[src/hw/rtl/irbsp_pkg.sv]
// Package for the IR beacon steering PID block: widths, register indexes,
// state encoding and a shared lane control struct. No dependencies.
package irbsp_pkg;

  localparam int AdcBitsDef     = 10;
  localparam int DetThreshDef   = 100;
  localparam int SampW          = 10;
  localparam int NumCh          = 4;
  localparam int AmpW           = 11;
  localparam int NormW          = 32;
  localparam int ErrW           = 21;
  localparam int IntegW         = 48;
  localparam int DivW           = 40;

  typedef enum logic [2:0] {
    REG_CUTOFF   = 3'd0,
    REG_BIAS     = 3'd1,
    REG_CW       = 3'd2,
    REG_OW       = 3'd3,
    REG_GAIN_P   = 3'd4,
    REG_GAIN_D   = 3'd5,
    REG_GAIN_I   = 3'd6,
    REG_MIDPOINT = 3'd7
  } reg_idx_t;

  typedef enum logic [3:0] {
    ST_IDLE,
    ST_AMP,
    ST_DEN,
    ST_DIV,
    ST_ERR,
    ST_PID_A,
    ST_PID_B,
    ST_PID_C,
    ST_SUM,
    ST_OUT
  } state_t;

  typedef struct packed {
    logic start;
    logic busy;
    logic done;
  } lane_ctl_t;

endpackage

[src/hw/rtl/irbsp_tracker.sv]
// One lane's window max/min tracker.
// Depends on irbsp_pkg.
module irbsp_tracker (
  input  logic                       clk,
  input  logic                       rst,
  input  logic                       sample_en,
  input  logic                       clear,
  input  logic [irbsp_pkg::SampW-1:0] sample,
  output logic [irbsp_pkg::AmpW-1:0]  amp
);
  import irbsp_pkg::*;

  localparam int AdcBits = AdcBitsDef;

  logic [AdcBits-1:0] s;
  logic [AdcBits:0]   ch_max, ch_min;

  assign s = AdcBits'(sample);

  always_ff @(posedge clk) begin
    if (rst || clear) begin
      ch_max <= '0;
      ch_min <= (AdcBits+1)'(1) << AdcBits;
    end else if (sample_en) begin
      if ({1'b0, s} > ch_max) ch_max <= {1'b0, s};
      if ({1'b0, s} < ch_min) ch_min <= {1'b0, s};
    end
  end

  assign amp = (ch_max >= ch_min) ? AmpW'(ch_max - ch_min) : '0;
endmodule

[config.mk]
export PLATFORM = sky130hd
export DESIGN_NAME = irbsp_tracker
export DESIGN_NICKNAME = d
export VERILOG_FILES = /design/src/hw/rtl/irbsp_pkg.sv /design/src/hw/rtl/irbsp_tracker.sv
export SDC_FILE = /design/constraint.sdc
export NUM_CORES = 1
export LEC_CHECK = 0
export BUFFER_PORTS_ARGS = -buffer_cell sky130_fd_sc_hd__buf_2
export CAP_MARGIN = 20
export CORE_UTILIZATION = 50
export CTS_BUF_LIST = sky130_fd_sc_hd__clkbuf_4
export CTS_CLUSTER_SIZE = 25
export DETAILED_ROUTE_END_ITERATION = 10
export PLACE_DENSITY_LB_ADDON = 0.3
export REMOVE_ABC_BUFFERS = 1
export SLEW_MARGIN = 20
export SYNTH_ARGS = -nofsm -noshare
export SYNTH_HDL_FRONTEND = slang
export SYNTH_SLANG_ARGS = --single-unit
[constraint.sdc]
create_clock -name clk -period 2.8 [get_ports clk]
set_clock_uncertainty 0.2 [all_clocks]
set_input_delay 0.28 -clock clk [delete_from_list [all_inputs] [get_ports clk]]
set_output_delay 0.28 -clock clk [all_outputs]
set_load 0.01 [all_outputs]
==> results of run 1 <==
-- critical path, cell delays in order (launching register included) --
cell and delay (ps):
dfxtp_4 390, ha_4 140, inv_2 40, fa_2 350
a21o_1 220, a221oi_4 280, buf_4 160, xor2_1 160
nor2_1 50, buf_2 130
-- flip-flops by register name, indices dropped and copies added, names as in the netlist --
signal,flops
ch_max,10
ch_min,11
-- repair_timing --
action,4_1_cts,5_1_grt
gates resized for setup,3,15
setup buffers,0,5
pin swaps,0,7
setup endpoints to repair,9,9
-- cell families (layout without fill, tap and decap cells) --
logic type	count (synthesis)	in the layout	synth area share, %
multiplexers	22	22	12.3
XOR/XNOR	4	4	1.95
adder cells (fa/ha/maj)	30	30	21.3
AND/OR/NAND/NOR	71	71	17.1
buffers and inverters	30	60	7.32
flip-flops	21	21	23.4
AO/OA/AOI/OAI	42	42	16.6
-- layout make-up --
class / count / area (um2) / share of cell area, %
Multi-Input combinational cell: 169 / 1320 / 62.7
Sequential cell: 21 / 425 / 20.2
Tap cell: 46 / 57.6 / 2.74
Clock buffer: 4 / 30.0 / 1.43
Timing Repair Buffer: 32 / 180 / 8.57
Inverter: 24 / 90.1 / 4.29
-- metal layers --
layer  routed length (um)  track usage, %  vias up  share of wire (%)
li1                     -               -      821                  -
met1                 1850            28.0      737                 48
met4                   24            3.81        0               0.62
met5                    0               0        -                  0
met3                  161            2.48        4                4.2
met2                 1810            34.3       40                 47
-- path summary, 6_finish.rpt --
path,startpoint,end,slack (ps),cells after the start
max,ch_min[0],amp[6],110,9
min,sample[0],ch_max[0],60,3
max reg2reg,ch_max[8],ch_max[7],470,6
min reg2reg,ch_min[7],ch_min[7],270,2
-- synth_stat cells, drive strengths merged --
cell / number / area share (%)
a211oi: 3 / 1.8
a21o: 7 / 3.0
a21oi: 13 / 3.8
a221oi: 1 / 0.49
a22o: 1 / 0.56
a22oi: 1 / 0.42
a31o: 1 / 0.49
a31oi: 1 / 0.35
and3: 1 / 0.35
and4: 2 / 0.98
and4b: 1 / 0.56
buf: 3 / 1.7
clkbuf: 3 / 0.63
dfxtp: 21 / 23
fa: 1 / 1.1
ha: 29 / 20
inv: 24 / 5.0
mux2i: 22 / 12
nand2: 40 / 8.4
nand2b: 1 / 0.35
nand3: 2 / 0.56
nand4: 2 / 0.70
nor2: 17 / 3.6
nor2b: 1 / 0.35
nor3: 4 / 1.4
o21a: 4 / 1.7
o21ai: 6 / 1.9
o221ai: 1 / 0.49
o31a: 2 / 0.98
o41a: 1 / 0.63
xnor2: 2 / 0.98
xor2: 2 / 0.98
-- power groups by stage --
stage / combinational (mW) / clock [mW] / sequential, mW
after floorplan: 0.179 / 0 / 0.322
after global placement: 0.235 / 0 / 0.324
after detailed placement: 0.239 / 0 / 0.325
after CTS: 0.245 / 0.158 / 0.318
after global routing: 0.301 / 0.171 / 0.320
final: 0.271 / 0.152 / 0.318
-- metrics by stage --
stage / hold WS, ps / util, % / area [um2]
3_5_place_dp: 255 / 57.7 / 1960
5_1_grt: 67.5 / 62.0 / 2100
2_1_floorplan: 235 / - / 1750
3_3_place_gp: 244 / 57.7 / 1960
6_report: 56.9 / 62.0 / 2100
4_1_cts: 54.5 / 58.9 / 2000
==> impl_metrics.tcl, run 1 <==
set metrics [dict create \
    clock_sinks 21 \
    path_clk_slew_ps 110 \
    start_util_pct 53.0 \
    finalNetCount 295 \
    dp.cells 287 \
    drc 0 \
    worstSetupEndpointType "output port" \
    port_buffers 24 \
    worst_pin_slew_ps 726 \
    comb_power_share_pct 36.6 \
    status "finished clean" \
    layout_commonest_cell "nand2_1" \
    crit_type "flop to output port" \
    grt_overflow_total 0 \
    maxCapViolCount 0 \
    cts_buffers 3 \
    synth_seq_area_share_pct 23.4 \
    cts_tree "done" \
    mostFrequentLayoutCells "nand2_1, ha_1, buf_2" \
    dieArea_um2 3830 \
    required_ps 2320 \
    cp.arrival_ps 2210 \
    num-fill-cells 307 \
    cts_root_buf "clkbuf_4" \
    coreArea_um2 3390 \
    syn_avg_cell_area_um2 8.16 \
    totalNegativeSetupSlack_ps 0 \
    worstPathMaxFanout 3 \
    fin_crit_ps 2690 \
    htreeDepth 1 \
    internal_power_mw 0.502 \
    grt_usage_pct 20.3 \
    relSlewSlack_pct 51.6 \
    worstSkewPairLatency_ps 300 \
    p_per_area_nw_per_um2 352 \
    grt_start_max_net_pins 32 \
    dp_slack_ps 215 \
    p_sw_mw 0.239 \
    finalCritPeriodShare_pct 96.2 \
    setup_slack_ps 106 \
    power_switching_share_pct 32.3 \
    num_rows 21 \
    slew_viol_final 0 \
    p_leak_nw 0.936 \
    antenna_left 0 \
    seqPwrFrac_pct 42.9 \
    clock_path_buffers 2 \
    vias 1602 \
    max_freq_mhz 371 \
    p_total_mw 0.741 \
    vias_per_cell 5.41 \
    hold_class "input pin to flop" \
    ir_drop_uv 307 \
    die_h_um 61.9 \
    critPathLaunchType "flop" \
    area_delta_synth_final_pct 17.1 \
    ys.warnings.count 0 \
    hold_viol_final 0 \
    die_x_um 61.9 \
    syn-cell-area_um2 1800 \
    drive_above_1_share_pct 22.4 \
    gp_congestion 0.840 \
    grt_pass1_vias 1341 \
    ctsHoldBuffers 0 \
    drt_iter0_markers 78 \
    n_antenna_cell 0 \
    synthCells 220 \
    hpwl_um 3090 \
    setup_viol 0 \
    pwr-share-clk_pct 20.5 \
    ys_types 38 \
    grt_pass1_wl_um 5770 \
    dr.pass1.iters 4 \
    ys_ff_latch 21 \
    wl_um 3850 \
    final_cells 296 \
    antenna_found_initial 0 \
    wire_per_inst_um 13.0 \
    pin_count 25 \
]
(Power assumes the default switching activity.)
==> run 2: changes to the inputs <==
Clock period 2.8 ns to 3.44 ns, I/O delays scaled along.
==> run 2 against run 1 <==
Worst hold slack improved by 53 ps. Critical path type unchanged. Critical path depth rose by 1. Highest routed layer unchanged. Combinational power fell by 28%. Sequential power fell by 19%. Largest power group unchanged. Global-route usage rose by 1.7 points. Setup slack improved by 370 ps. Die area did not move. Sequential share of layout area rose by 0.97 points. Total power fell by 22%.
==> impl_metrics.tcl, run 2 (synthesis gave the netlist of run 1 again) <==
set metrics [dict create \
    status "finished clean" \
    hpwl_um 2970 \
    p_total_mw 0.577 \
    drive_above_1_share_pct 15.6 \
    ctsHoldBuffers 0 \
    worstSetupEndpointType "output port" \
    reg.largest.list "ch_min (11), ch_max (10)" \
    p_leak_nw 0.898 \
    dieArea_um2 3830 \
    vias_per_cell 5.47 \
    internal_power_mw 0.382 \
    cpMostUsedCell "inv_1" \
    cts_resized 0 \
    max_freq_mhz 337 \
    pwr-share-clk_pct 21.6 \
    worstPathMaxFanout 3 \
    cts_tree "done" \
    drt_iter0_markers 62 \
    grt_start_max_net_pins 32 \
    n_antenna_cell 0 \
    port_buffers 24 \
    min_path_cells 3 \
    p_per_area_nw_per_um2 291 \
    cts_root_buf "clkbuf_4" \
    setup_viol 0 \
    min_to "ch_max[8]" \
    grt_pass1_wl_um 6190 \
    die_h_um 61.9 \
    wire_per_inst_um 12.6 \
    antenna_left 0 \
    critPathLaunchType "flop" \
    htreeDepth 1 \
    grt_pass1_vias 1442 \
    required_ps 2900 \
    critPathSlowestCell "fa_1" \
    r2r.worst_path.cells 8 \
    area_delta_synth_final_pct 10.4 \
    r2r_end "ch_min[8]" \
    regToRegSetupSlack_ps 980 \
    clock_path_buffers 2 \
    grt_usage_pct 22.0 \
    fin_area_um2 1980 \
    fin_crit_ps 2970 \
    hold_viol_final 0 \
    gp_congestion 0.844 \
    mostFrequentLayoutCells "nand2_1, ha_1, inv_1, buf_2, mux2i_1" \
    num_rows 21 \
    dp.cells 286 \
    hold_class "input pin to flop" \
    coreArea_um2 3390 \
    worstSkewPairLatency_ps 320 \
    p_sw_mw 0.195 \
    cp_slowest_stage_delay_ps 400 \
    cp.arrival_ps 2420 \
    vias 1585 \
    path_buf_inv 3 \
    pin_count 25 \
    totalNegativeSetupSlack_ps 0 \
    comb_power_share_pct 33.7 \
    path_clk_slew_ps 120 \
    cts_buffers 3 \
    rr_startpoint "ch_min[2]" \
    crit_chain "inv_1, ha_1, inv_1, fa_1, a21o_1, a221oi_1, a21oi_1, xnor2_1, nor2_1, buf_2" \
    min_from "sample[8]" \
    worst_pin_slew_ps 717 \
    cts_setup_buffers 0 \
    relSlewSlack_pct 52.2 \
    grt_overflow_total 0 \
    final_util_pct 58.5 \
    start_util_pct 53.0 \
    slew_viol_final 0 \
    die_x_um 61.9 \
    top_register "ch_min" \
    final_cells 290 \
    cp_top_family "compound AO/OA/AOI/OAI gates" \
    crit_type "flop to output port" \
    finalCritPeriodShare_pct 86.3 \
    seqPwrFrac_pct 44.8 \
    placed_area_um2 1950 \
    finalNetCount 289 \
    layout_commonest_cell "nand2_1" \
    power_switching_share_pct 33.8 \
    dr.pass1.iters 4 \
    wl_um 3650 \
    clock_sinks 21 \
    rsz0062_at_grt "false" \
    largest_reg_flops 11 \
    ir_drop_uv 169 \
    drc 0 \
    maxCapViolCount 0 \
    antenna_found_initial 0 \
]
-- run 2: routing by layer --
| metal | part of all wire, % | up-vias | wire (um) | GRT usage [%] |
|---|---|---|---|---|
| met1 | 50 | 726 | 1840 | 30.1 |
| met3 | 3.4 | 5 | 123 | 1.24 |
| met5 | 0 | - | 0 | 0 |
| met2 | 44 | 36 | 1620 | 36.3 |
| li1 | - | 818 | - | - |
| met4 | 1.9 | 0 | 68 | 8.57 |
-- run 2: power groups by stage --
stage | logic (mW) | clock network (mW) | registers, mW
final | 0.194 | 0.124 | 0.258
after detailed placement | 0.194 | 0 | 0.264
after CTS | 0.195 | 0.131 | 0.258
after global placement | 0.190 | 0 | 0.264
after floorplan | 0.145 | 0 | 0.262
after global routing | 0.221 | 0.141 | 0.260
-- run 2: area by class of cell --
type                       count  area, um2
inverter                      24       90.1
clock inverter                 1       5.00
timing repair buffer          26        135
multi-input combinational    169       1250
fill                         326       1410
tap                           46       57.6
sequential                    21        420
clock buffer                   3       22.5
-- run 2: worst min-delay path: cells and delay by family --
kind | cells | cell delay [ps]
AND/OR/NAND/NOR | 1 | 70
multiplexers | 1 | 60
buffers and inverters | 1 | 120
-- run 2: worst max path at each step --
stage / from / endpoint / slack (ps) / cells past startpoint
floorplan: ch_max[0] / amp[8] / 970 / 9
global placement: ch_max[0] / amp[8] / 850 / 10
detailed placement: ch_max[0] / amp[8] / 810 / 10
CTS: ch_max[0] / amp[8] / 440 / 10
global route: ch_min[0] / amp[8] / 210 / 9
finish: ch_max[0] / amp[8] / 470 / 10
-- run 2: through the flow --
stage	setup WS (ps)	hold WS, ps
2_1_floorplan	972	235
3_3_place_gp	849	244
3_5_place_dp	813	247
4_1_cts	438	93.4
5_1_grt	208	107
6_report	471	110
