File: config.mk
export PLATFORM = sky130hd
export DESIGN_NAME = irbsp_norm_lane
export DESIGN_NICKNAME = d
export VERILOG_FILES = /design/src/hw/rtl/irbsp_pkg.sv /design/src/hw/rtl/irbsp_divider.sv /design/src/hw/rtl/irbsp_norm_lane.sv
export SDC_FILE = /design/constraint.sdc
export NUM_CORES = 1
export LEC_CHECK = 0
export ABC_AREA = 1
export BUFFER_PORTS_ARGS = -buffer_cell sky130_fd_sc_hd__buf_2
export CORE_MARGIN = 4
export CORE_UTILIZATION = 31
export CTS_CLUSTER_DIAMETER = 80
export DETAILED_ROUTE_END_ITERATION = 16
export HOLD_SLACK_MARGIN = 0.06
export PLACE_DENSITY = 0.58
export SETUP_SLACK_MARGIN = 0.02
export SLEW_MARGIN = 25
export SYNTH_ARGS = -nofsm -noshare
export SYNTH_HDL_FRONTEND = slang
export SYNTH_SLANG_ARGS = --single-unit
File: constraint.sdc
create_clock -name clk -period 14.8 [get_ports clk]
set_clock_uncertainty 0.15 [all_clocks]
set_input_delay 1.48 -clock clk [delete_from_list [all_inputs] [get_ports clk]]
set_output_delay 1.48 -clock clk [all_outputs]
set_load 0.03 [all_outputs]
File: src/hw/rtl/irbsp_pkg.sv
// Package for the IR beacon steering PID block: widths, register indexes,
// state encoding and a shared lane control struct. No dependencies.
package irbsp_pkg;

  localparam int AdcBitsDef     = 10;
  localparam int DetThreshDef   = 100;
  localparam int SampW          = 10;
  localparam int NumCh          = 4;
  localparam int AmpW           = 11;
  localparam int NormW          = 32;
  localparam int ErrW           = 21;
  localparam int IntegW         = 48;
  localparam int DivW           = 40;

  typedef enum logic [2:0] {
    REG_CUTOFF   = 3'd0,
    REG_BIAS     = 3'd1,
    REG_CW       = 3'd2,
    REG_OW       = 3'd3,
    REG_GAIN_P   = 3'd4,
    REG_GAIN_D   = 3'd5,
    REG_GAIN_I   = 3'd6,
    REG_MIDPOINT = 3'd7
  } reg_idx_t;

  typedef enum logic [3:0] {
    ST_IDLE,
    ST_AMP,
    ST_DEN,
    ST_DIV,
    ST_ERR,
    ST_PID_A,
    ST_PID_B,
    ST_PID_C,
    ST_SUM,
    ST_OUT
  } state_t;

  typedef struct packed {
    logic start;
    logic busy;
    logic done;
  } lane_ctl_t;

endpackage

File: src/hw/rtl/irbsp_divider.sv
// Restoring divider, one quotient bit per cycle; used by each normalizing lane.
// Depends on irbsp_pkg.
module irbsp_divider (
  input  logic                       clk,
  input  logic                       rst,
  input  logic                       start,
  input  logic [irbsp_pkg::DivW-1:0] dividend,
  input  logic [irbsp_pkg::DivW-1:0] divisor,
  output logic [irbsp_pkg::DivW-1:0] quotient,
  output logic                       done
);
  import irbsp_pkg::*;

  localparam int CntW = $clog2(DivW + 1);

  logic [DivW-1:0] rem, quo, dvs;
  logic [CntW-1:0] cnt;
  logic            busy;
  logic [DivW:0]   trial;

  assign trial = {rem, quo[DivW-1]} - {1'b0, dvs};

  always_ff @(posedge clk) begin
    if (rst) begin
      busy <= 1'b0;
      done <= 1'b0;
      cnt  <= '0;
    end else if (start) begin
      busy <= 1'b1;
      done <= 1'b0;
      cnt  <= CntW'(DivW);
    end else if (busy) begin
      cnt <= cnt - 1'b1;
      if (cnt == CntW'(1)) begin
        busy <= 1'b0;
        done <= 1'b1;
      end
    end
  end

  always_ff @(posedge clk) begin
    if (start) begin
      rem <= '0;
      quo <= dividend;
      dvs <= divisor;
    end else if (busy) begin
      if (!trial[DivW]) begin
        rem <= trial[DivW-1:0];
        quo <= {quo[DivW-2:0], 1'b1};
      end else begin
        rem <= {rem[DivW-2:0], quo[DivW-1]};
        quo <= {quo[DivW-2:0], 1'b0};
      end
    end
  end

  assign quotient = quo;
endmodule

File: src/hw/rtl/irbsp_norm_lane.sv
// Normalizing lane: forms numerator and denominator for one channel and
// divides them. Depends on irbsp_pkg, irbsp_divider.
module irbsp_norm_lane (
  input  logic                        clk,
  input  logic                        rst,
  input  irbsp_pkg::lane_ctl_t        ctl,
  input  logic                        is_right,
  input  logic [irbsp_pkg::AmpW-1:0]  amp,
  input  logic [9:0]                  bias,
  input  logic [12:0]                 den,
  output logic [irbsp_pkg::NormW-1:0] norm,
  output logic                        done
);
  import irbsp_pkg::*;

  logic [DivW-1:0] num, dvs, q;
  logic [DivW-1:0] amp_scaled;

  // amp*10000, registered so the second multiply has its own stage
  always_ff @(posedge clk) begin
    amp_scaled <= DivW'(amp) * DivW'(10000);
  end

  always_ff @(posedge clk) begin
    if (ctl.busy) begin
      if (is_right) begin
        num <= amp_scaled * DivW'(bias);
        dvs <= DivW'(den) << 8;
      end else begin
        num <= amp_scaled << 8;
        dvs <= DivW'(den) * DivW'(bias);
      end
    end
  end

  irbsp_divider u_div (
    .clk      (clk),
    .rst      (rst),
    .start    (ctl.start),
    .dividend (num),
    .divisor  (dvs),
    .quotient (q),
    .done     (done)
  );

  assign norm = NormW'(q);
endmodule

==> run metrics, run 1 <==
Die X 280.6 um; post-place instance area ~0.024 mm2; number of gates resized after CTS 0; clock latency at the later pin of the worst-skew pair 480 ps; critical hold path startpoint dvs[5]; I/O Buffers 71; DR iter-0 viols slightly above 1,000; final hold violation count 0; area leader, netlist fa_1; Final Wtd Congestion 0.9182; status finished clean; nets 3,570; period utilization 0.4682; Synthesized Nets 3,609; number of synthesized flops with an enable pin 117; Num CTS Buffers 17; num ports 73; FF-to-FF setup slack 8820 ps; Synth top area share 0.2234; initial antenna violation count 3; Avg WL per Cell 14.25 um; worst r2r src amp_scaled[10]; GRT Total Usage 0.1523; Core Rows 99; Layout fillers 7,949; TritonCTS clock tree built; placed cells between 4,000 and 5,000; Slew @ Worst Pin 868.9 ps; drt pass-1 iters 5; Post-synth ARST share 0; clk sinks 186; Residual DRC 0; RSZ-0062 raised after global routing false; WHS Path Cells 0; initial core utilization 0.3141; Area Growth Syn to Fin 6.519%; Worst Path Required between 10,000 and 15,000 ps; CP most frequent cell inv_1; Cells after Synth 3,108; Post-Layout Inst Area 0.02453 mm2; Area contributors post-synth fa_1 (22%), nand2_1 (16%), edfxtp_1 (15%); max_slew headroom 0.4207; setup_tns 0 ps; Warnings, synthesis 0; H-tree depth 4; maxcap violations 0; min-delay worst type reg -> reg; Worst setup SP type primary input; Crit-path slowest cell buf_2; clk slew on worst S/H paths 80 ps; Worst EP arrival 6990 ps; DP HPWL 44,760 um; via count 18,490; Synth cell types 46; max incr delay on CP 620 ps; largest net degree at the start of global routing 55; crit-path cells buf_2 > nand2_1 > fa_1 > inv_1 > fa_1 > inv_1 > fa_1 > inv_1 > fa_1 > inv_1 > fa_1 > inv_1 > ha_1 > inv_1 > o21ai_0 > a21oi_1 > nand2_1 > nand2_1 > nand3_1 > nor2_1 > o31ai_1; Worst Path Max Fanout 34; Max Slew Vio Count 0; syn_area_per_cell 7.411 um2; Worst path top cell family by delay adder cells; first-pass GRT wire length 96,740 um; Setup CP Type in -> reg; Worst R2R End num[23]; drt via density between 4 and 5; hold-fix buffer count after cts 0; Post-Synthesis Cell Area around 0.023 mm2; fraction of layout instances using a drive strength above 1 0.05094; Root Buffer clkbuf_16; Antenna Diode Count 0; most common cell in the netlist nand2_1; final setup fails 0; CP Buf/Inv Count 7; Routed Antenna Nets 0; Synth top cells by count nand2_1 (964), inv_1 (698), fa_1 (257); Post-CTS Setup Inserts 0; sequential area share after synthesis 0.2125; post-route insts no fill 4,041; total wire length 57,580 um; Die ar. 0.07872 mm2; flops & latches, synth 186; Hold WS 262.2 ps; Hold Path End u_div.dvs[5]; Clock Tree Buf Depth 2; Core Area 0.07333 mm2; Die Ht ~280 um; Remaining Overflow, GRT 0; crit end category register; FF-to-FF path depth 20; number of global-route vias before repair between 15,000 and 20,000; Min Clock Period, post-route about 6900 ps; Post-synth top flop edfxtp_1; Fmax 144.3 MHz
==> flip-flops by register name, indices dropped and copies added (netlist names) <==
signal,count
amp_scaled,21
u_div.quotient,40
num,31
u_div.rem,40
u_div.busy,1
u_div.cnt,6
dvs,23
u_div.dvs,23
u_div.done,1
==> kinds of logic (layout without fill, tap and decap cells) <==
logic type	count (synthesis)	count (layout)	share of synthesized area
compound gates	239	239	0.05557
xor+xnor	51	51	0.01939
fa+ha+maj	461	461	0.3342
buf+inv	850	824	0.1457
flops	186	186	0.2125
simple gates	1321	1321	0.2326
==> worst reg2reg max path, cell delays in order (launching register included) <==
cell and delay, ps:
dfxtp_1 770, nand2_1 170, fa_1 540, inv_1 50, fa_1 490, inv_1 50
fa_1 470, inv_1 60, fa_1 530, inv_1 60, fa_1 530, inv_1 40
ha_1 350, inv_1 60, o21ai_0 340, a21oi_1 180, nand2_1 100, nand2_1 60
nand3_1 190, nor2_1 70, o31ai_1 470
==> layer usage <==
metal,part of all wire,track usage
met1,0.47,0.2039
met2,0.47,0.2577
met3,0.037,0.01955
met4,0.022,0.04613
met5,0.00038,0
==> area by class of cell <==
cell class,count,area (um2),area share
Clock inverter,12,111.4,0.004539
Tap cell,959,1200,0.04891
Clock buffer,20,436.7,0.01780
Inverter,709,2661,0.1085
Sequential cell,186,4895,0.1995
Multi-Input combinational cell,2072,14780,0.6026
Timing Repair Buffer,83,445.4,0.01816
==> cells in the final DEF (no fill, tap or decap), drive strengths merged <==
| cell | count |
|---|---|
| o31ai | 3 |
| o21ai | 91 |
| o2111ai | 1 |
| dfxtp | 69 |
| nand3b | 5 |
| ha | 204 |
| nor3b | 1 |
| edfxtp | 117 |
| and3 | 1 |
| or2 | 11 |
| xnor2 | 26 |
| a21boi | 2 |
| o21a | 3 |
| xor2 | 25 |
| nand3 | 118 |
| nand2 | 971 |
| a21oi | 113 |
| nand4 | 23 |
| nor3 | 20 |
| a31oi | 4 |
| o22ai | 2 |
| buf | 83 |
| o211ai | 5 |
| fa | 257 |
| nor2 | 166 |
| inv | 712 |
| clkbuf | 20 |
| a21o | 6 |
| nor4 | 3 |
| clkinv | 6 |
| a211oi | 4 |
| o21bai | 4 |
| clkinvlp | 3 |
| o211a | 1 |
| and2 | 2 |
==> how the worst max path moves through the flow <==
stage	startpoint	endpoint	slack [ps]	depth (start not counted)
finish	bias[3]	num[23]	7870	21
detailed placement	bias[3]	num[23]	7480	21
global placement	bias[3]	num[23]	7520	21
global route	bias[9]	num[22]	7700	20
CTS	bias[3]	num[23]	8000	21
floorplan	bias[1]	num[29]	8250	24
==> per-stage QoR <==
stage / setup WS, ps / util
after floorplan: 8246 / -
after global placement: 7525 / 0.3271
after detailed placement: 7478 / 0.3271
after CTS: 8002 / 0.3346
after global routing: 7695 / 0.3346
final: 7871 / 0.3346
Power of run 1 is not shown: default switching activity piles up to over one toggle a cycle in this logic, so the estimate is an artifact.
==> run 2: changes to the inputs <==
--- a/config.mk
+++ b/config.mk
@@ -5,7 +5,7 @@
 export SDC_FILE = /design/constraint.sdc
 export NUM_CORES = 1
 export LEC_CHECK = 0
-export ABC_AREA = 1
+export ABC_AREA = 0
 export BUFFER_PORTS_ARGS = -buffer_cell sky130_fd_sc_hd__buf_2
 export CORE_MARGIN = 4
 export CORE_UTILIZATION = 31
==> constraint.sdc (replaced) <==
create_clock -name clk -period 6.7 [get_ports clk]
set_clock_uncertainty 0.15 [all_clocks]
set_input_delay 0.67 -clock clk [delete_from_list [all_inputs] [get_ports clk]]
set_output_delay 0.67 -clock clk [all_outputs]
set_load 0.03 [all_outputs]
==> run 2 against run 1 <==
Compared with the run above: area after synthesis shrank 8.3%; via count shrank 19%; non-clock buffer count grew 54; first-iteration DRC count shrank 35%; worst hold slack lost 2.6 ps; cell count shrank 23%; global-route usage shrank 1.4 points; highest routed layer unchanged.
==> run metrics, run 2 <==
status finished clean; most frequent cells in the layout inv_1 (339), fa_1 (257), nand2_1 (233); period utilization 0.9453; Layout fillers 6,881 (-13%); fraction of layout instances using a drive strength above 1 0.1115 (+0.06057); clk slew on worst S/H paths 80 ps (about the same); initial antenna violation count 6 (+3); Min Clock Period, post-route 6334 ps; hold-fix buffer count after cts 0 (unchanged); Setup CP Type reg -> reg; Worst setup SP type register; Synth top area share 0.2435 (+0.02011); Post-Layout Inst Area 0.02304 mm2 (-6.1%); drt pass-1 iters 5 (unchanged); number of synthesized flops with an enable pin 117 (unchanged); Core Area 0.06740 mm2 (-8.1%); flops & latches, synth 186 (unchanged); Avg WL per Cell 15.52 um (+8.9%); RSZ-0062 raised after global routing false; Die ar. 0.07240 mm2 (-8.0%); post-place instance area 0.02244 mm2 (-6.5%); post-placement worst setup slack -129.2 ps (-7607 ps); Worst Path Max Fanout 7 (-79%); Cells after Synth 2,208 (-29%); Synth top cells by count inv_1 (339), fa_1 (257), nand2_1 (233); Routed Antenna Nets 0 (unchanged); final setup fails 0 (unchanged); Root Buffer clkbuf_16; Worst EP arrival 6390 ps (-600 ps); Post-synth top flop edfxtp_1; drt via density 4.823 (+5.4%); num ports 73 (unchanged); I/O Buffers 71 (unchanged); H-tree depth 4 (unchanged); clk sinks 186 (unchanged); Area contributors post-synth fa_1 (24%), edfxtp_1 (17%), ha_1 (12%); TritonCTS clock tree built; syn_area_per_cell 9.570 um2 (+29%); Synthesized Nets 2,709 (-25%); Max Slew Vio Count 0 (unchanged); area leader, netlist fa_1; crit end category register; most common cell in the netlist inv_1; min-delay worst type reg -> reg; Final Wtd Congestion 0.8681 (-5.5%); Die X 269.1 um (-4.1%); final hold violation count 0 (unchanged); Core Rows 95 (-4.0%); max_slew headroom 0.3540 (-0.06669); Clock Tree Buf Depth 2 (unchanged); total wire length 48,370 um (-16%); DR iter-0 viols 658 (-35%); most common cell after layout, fill and taps aside inv_1; initial core utilization 0.3135 (-0.0005623); Post-Synthesis Cell Area 0.02113 mm2 (-8.3%); GRT Total Usage 0.1382 (-0.01408); Worst Path Required 6760 ps (-8100 ps); first-pass GRT wire length 81,050 um (-16%); clock latency at the later pin of the worst-skew pair 460 ps (-20 ps); Synth cell types 73 (+59%); number of global-route vias before repair 16,190 (-14%); nets 2,730 (-24%); largest net degree at the start of global routing 86 (+56%); Warnings, synthesis 0 (unchanged); Hold WS 259.7 ps (-2.566 ps); Post-synth ARST share 0 (unchanged); Slew @ Worst Pin 967.9 ps (+98.99 ps); Num CTS Buffers 17 (unchanged); sequential area share after synthesis 0.2316 (+0.01913); Die Ht 269.1 um (-4.1%); DP HPWL 37,960 um (-15%); final worst slack 366.2 ps (-7504 ps); Fmax 157.9 MHz; via count 15,030 (-19%); Remaining Overflow, GRT 0 (unchanged); Residual DRC 0 (unchanged); Area Growth Syn to Fin 9.018%; maxcap violations 0 (unchanged)
## run 2: cell types whose count changed after synthesis, sizes merged, moves of 25 or more
cell / change
a211oi: +27
a21o: +28
a21oi: -41
and2: +173
inv: -368
mux2: +49
nand2: -737
nand3: -103
nor2: -63
o21ai: -43
xnor2: +25
## run 2: final cells by class
class,instances,area (um2),area share
multi-input cells,1548,14320,0.6216
diodes,1,2.502,0.0001086
repair buffers,137,865.8,0.03759
clock buffers,17,425.4,0.01847
inverters,339,1272,0.05524
flip-flops and latches,186,4906,0.2130
well taps,873,1092,0.04742
clock inverters,15,151.4,0.006572
## run 2: per-stage QoR
step,instances,utilization,TNS [ps]
final,3116,0.3418,0
after floorplan,2208,-,0
after CTS,3115,0.3415,0
after global routing,3115,0.3418,0
after global placement,3083,0.3329,-120.0
after detailed placement,3083,0.3329,-129.2
## run 2: what timing repair did
action | in CTS | in global routing
setup buffers | 0 | 0
endpoints found under the setup margin | 0 | 2
gates resized for setup | 0 | 9
## run 2: path summary, 6_finish.rpt
path	from	endpoint	slack (ps)	depth (start not counted)
worst max register to register	amp_scaled[11]	num[32]	370	20
worst max-delay path	amp_scaled[11]	num[32]	370	20
worst min register to register	dvs[12]	u_div.dvs[12]	260	0
worst min-delay path	dvs[12]	u_div.dvs[12]	260	0
## run 2: critical path, cell delays in order, from the launching register on
cell and delay (ps):
dfxtp_2 400, buf_4 180, and2_1 170, fa_1 560, fa_1 470, fa_1 530
fa_1 550, inv_1 60, fa_1 550, inv_1 50, ha_1 320, and3_1 190
a22oi_1 240, o221ai_1 160, a31oi_2 300, a2111oi_0 160, buf_4 170, or3_1 340
a21oi_1 190, xnor2_1 80, mux2_2 250
## run 2: kinds of logic (layout without fill, tap and decap cells)
| family | after synthesis | count (layout) | share of synthesized area |
|---|---|---|---|
| compound gates | 282 | 282 | 0.08829 |
| xor+xnor | 79 | 79 | 0.03275 |
| fa+ha+maj | 461 | 461 | 0.3643 |
| other cells | 0 | 1 | 0 |
| flops | 186 | 186 | 0.2316 |
| buf+inv | 474 | 508 | 0.09107 |
| mux | 58 | 58 | 0.03038 |
| simple gates | 668 | 668 | 0.1616 |
## run 2: routing by layer
| metal | up-vias | share of wire | global-route usage |
|---|---|---|---|
| met5 | - | 0.00058 | 0 |
| met4 | 4 | 0.016 | 0.03193 |
| met3 | 55 | 0.037 | 0.02318 |
| met2 | 222 | 0.50 | 0.2471 |
| met1 | 7559 | 0.44 | 0.1752 |
| li1 | 7187 | - | - |
Power of run 2 is left out for the same reason.
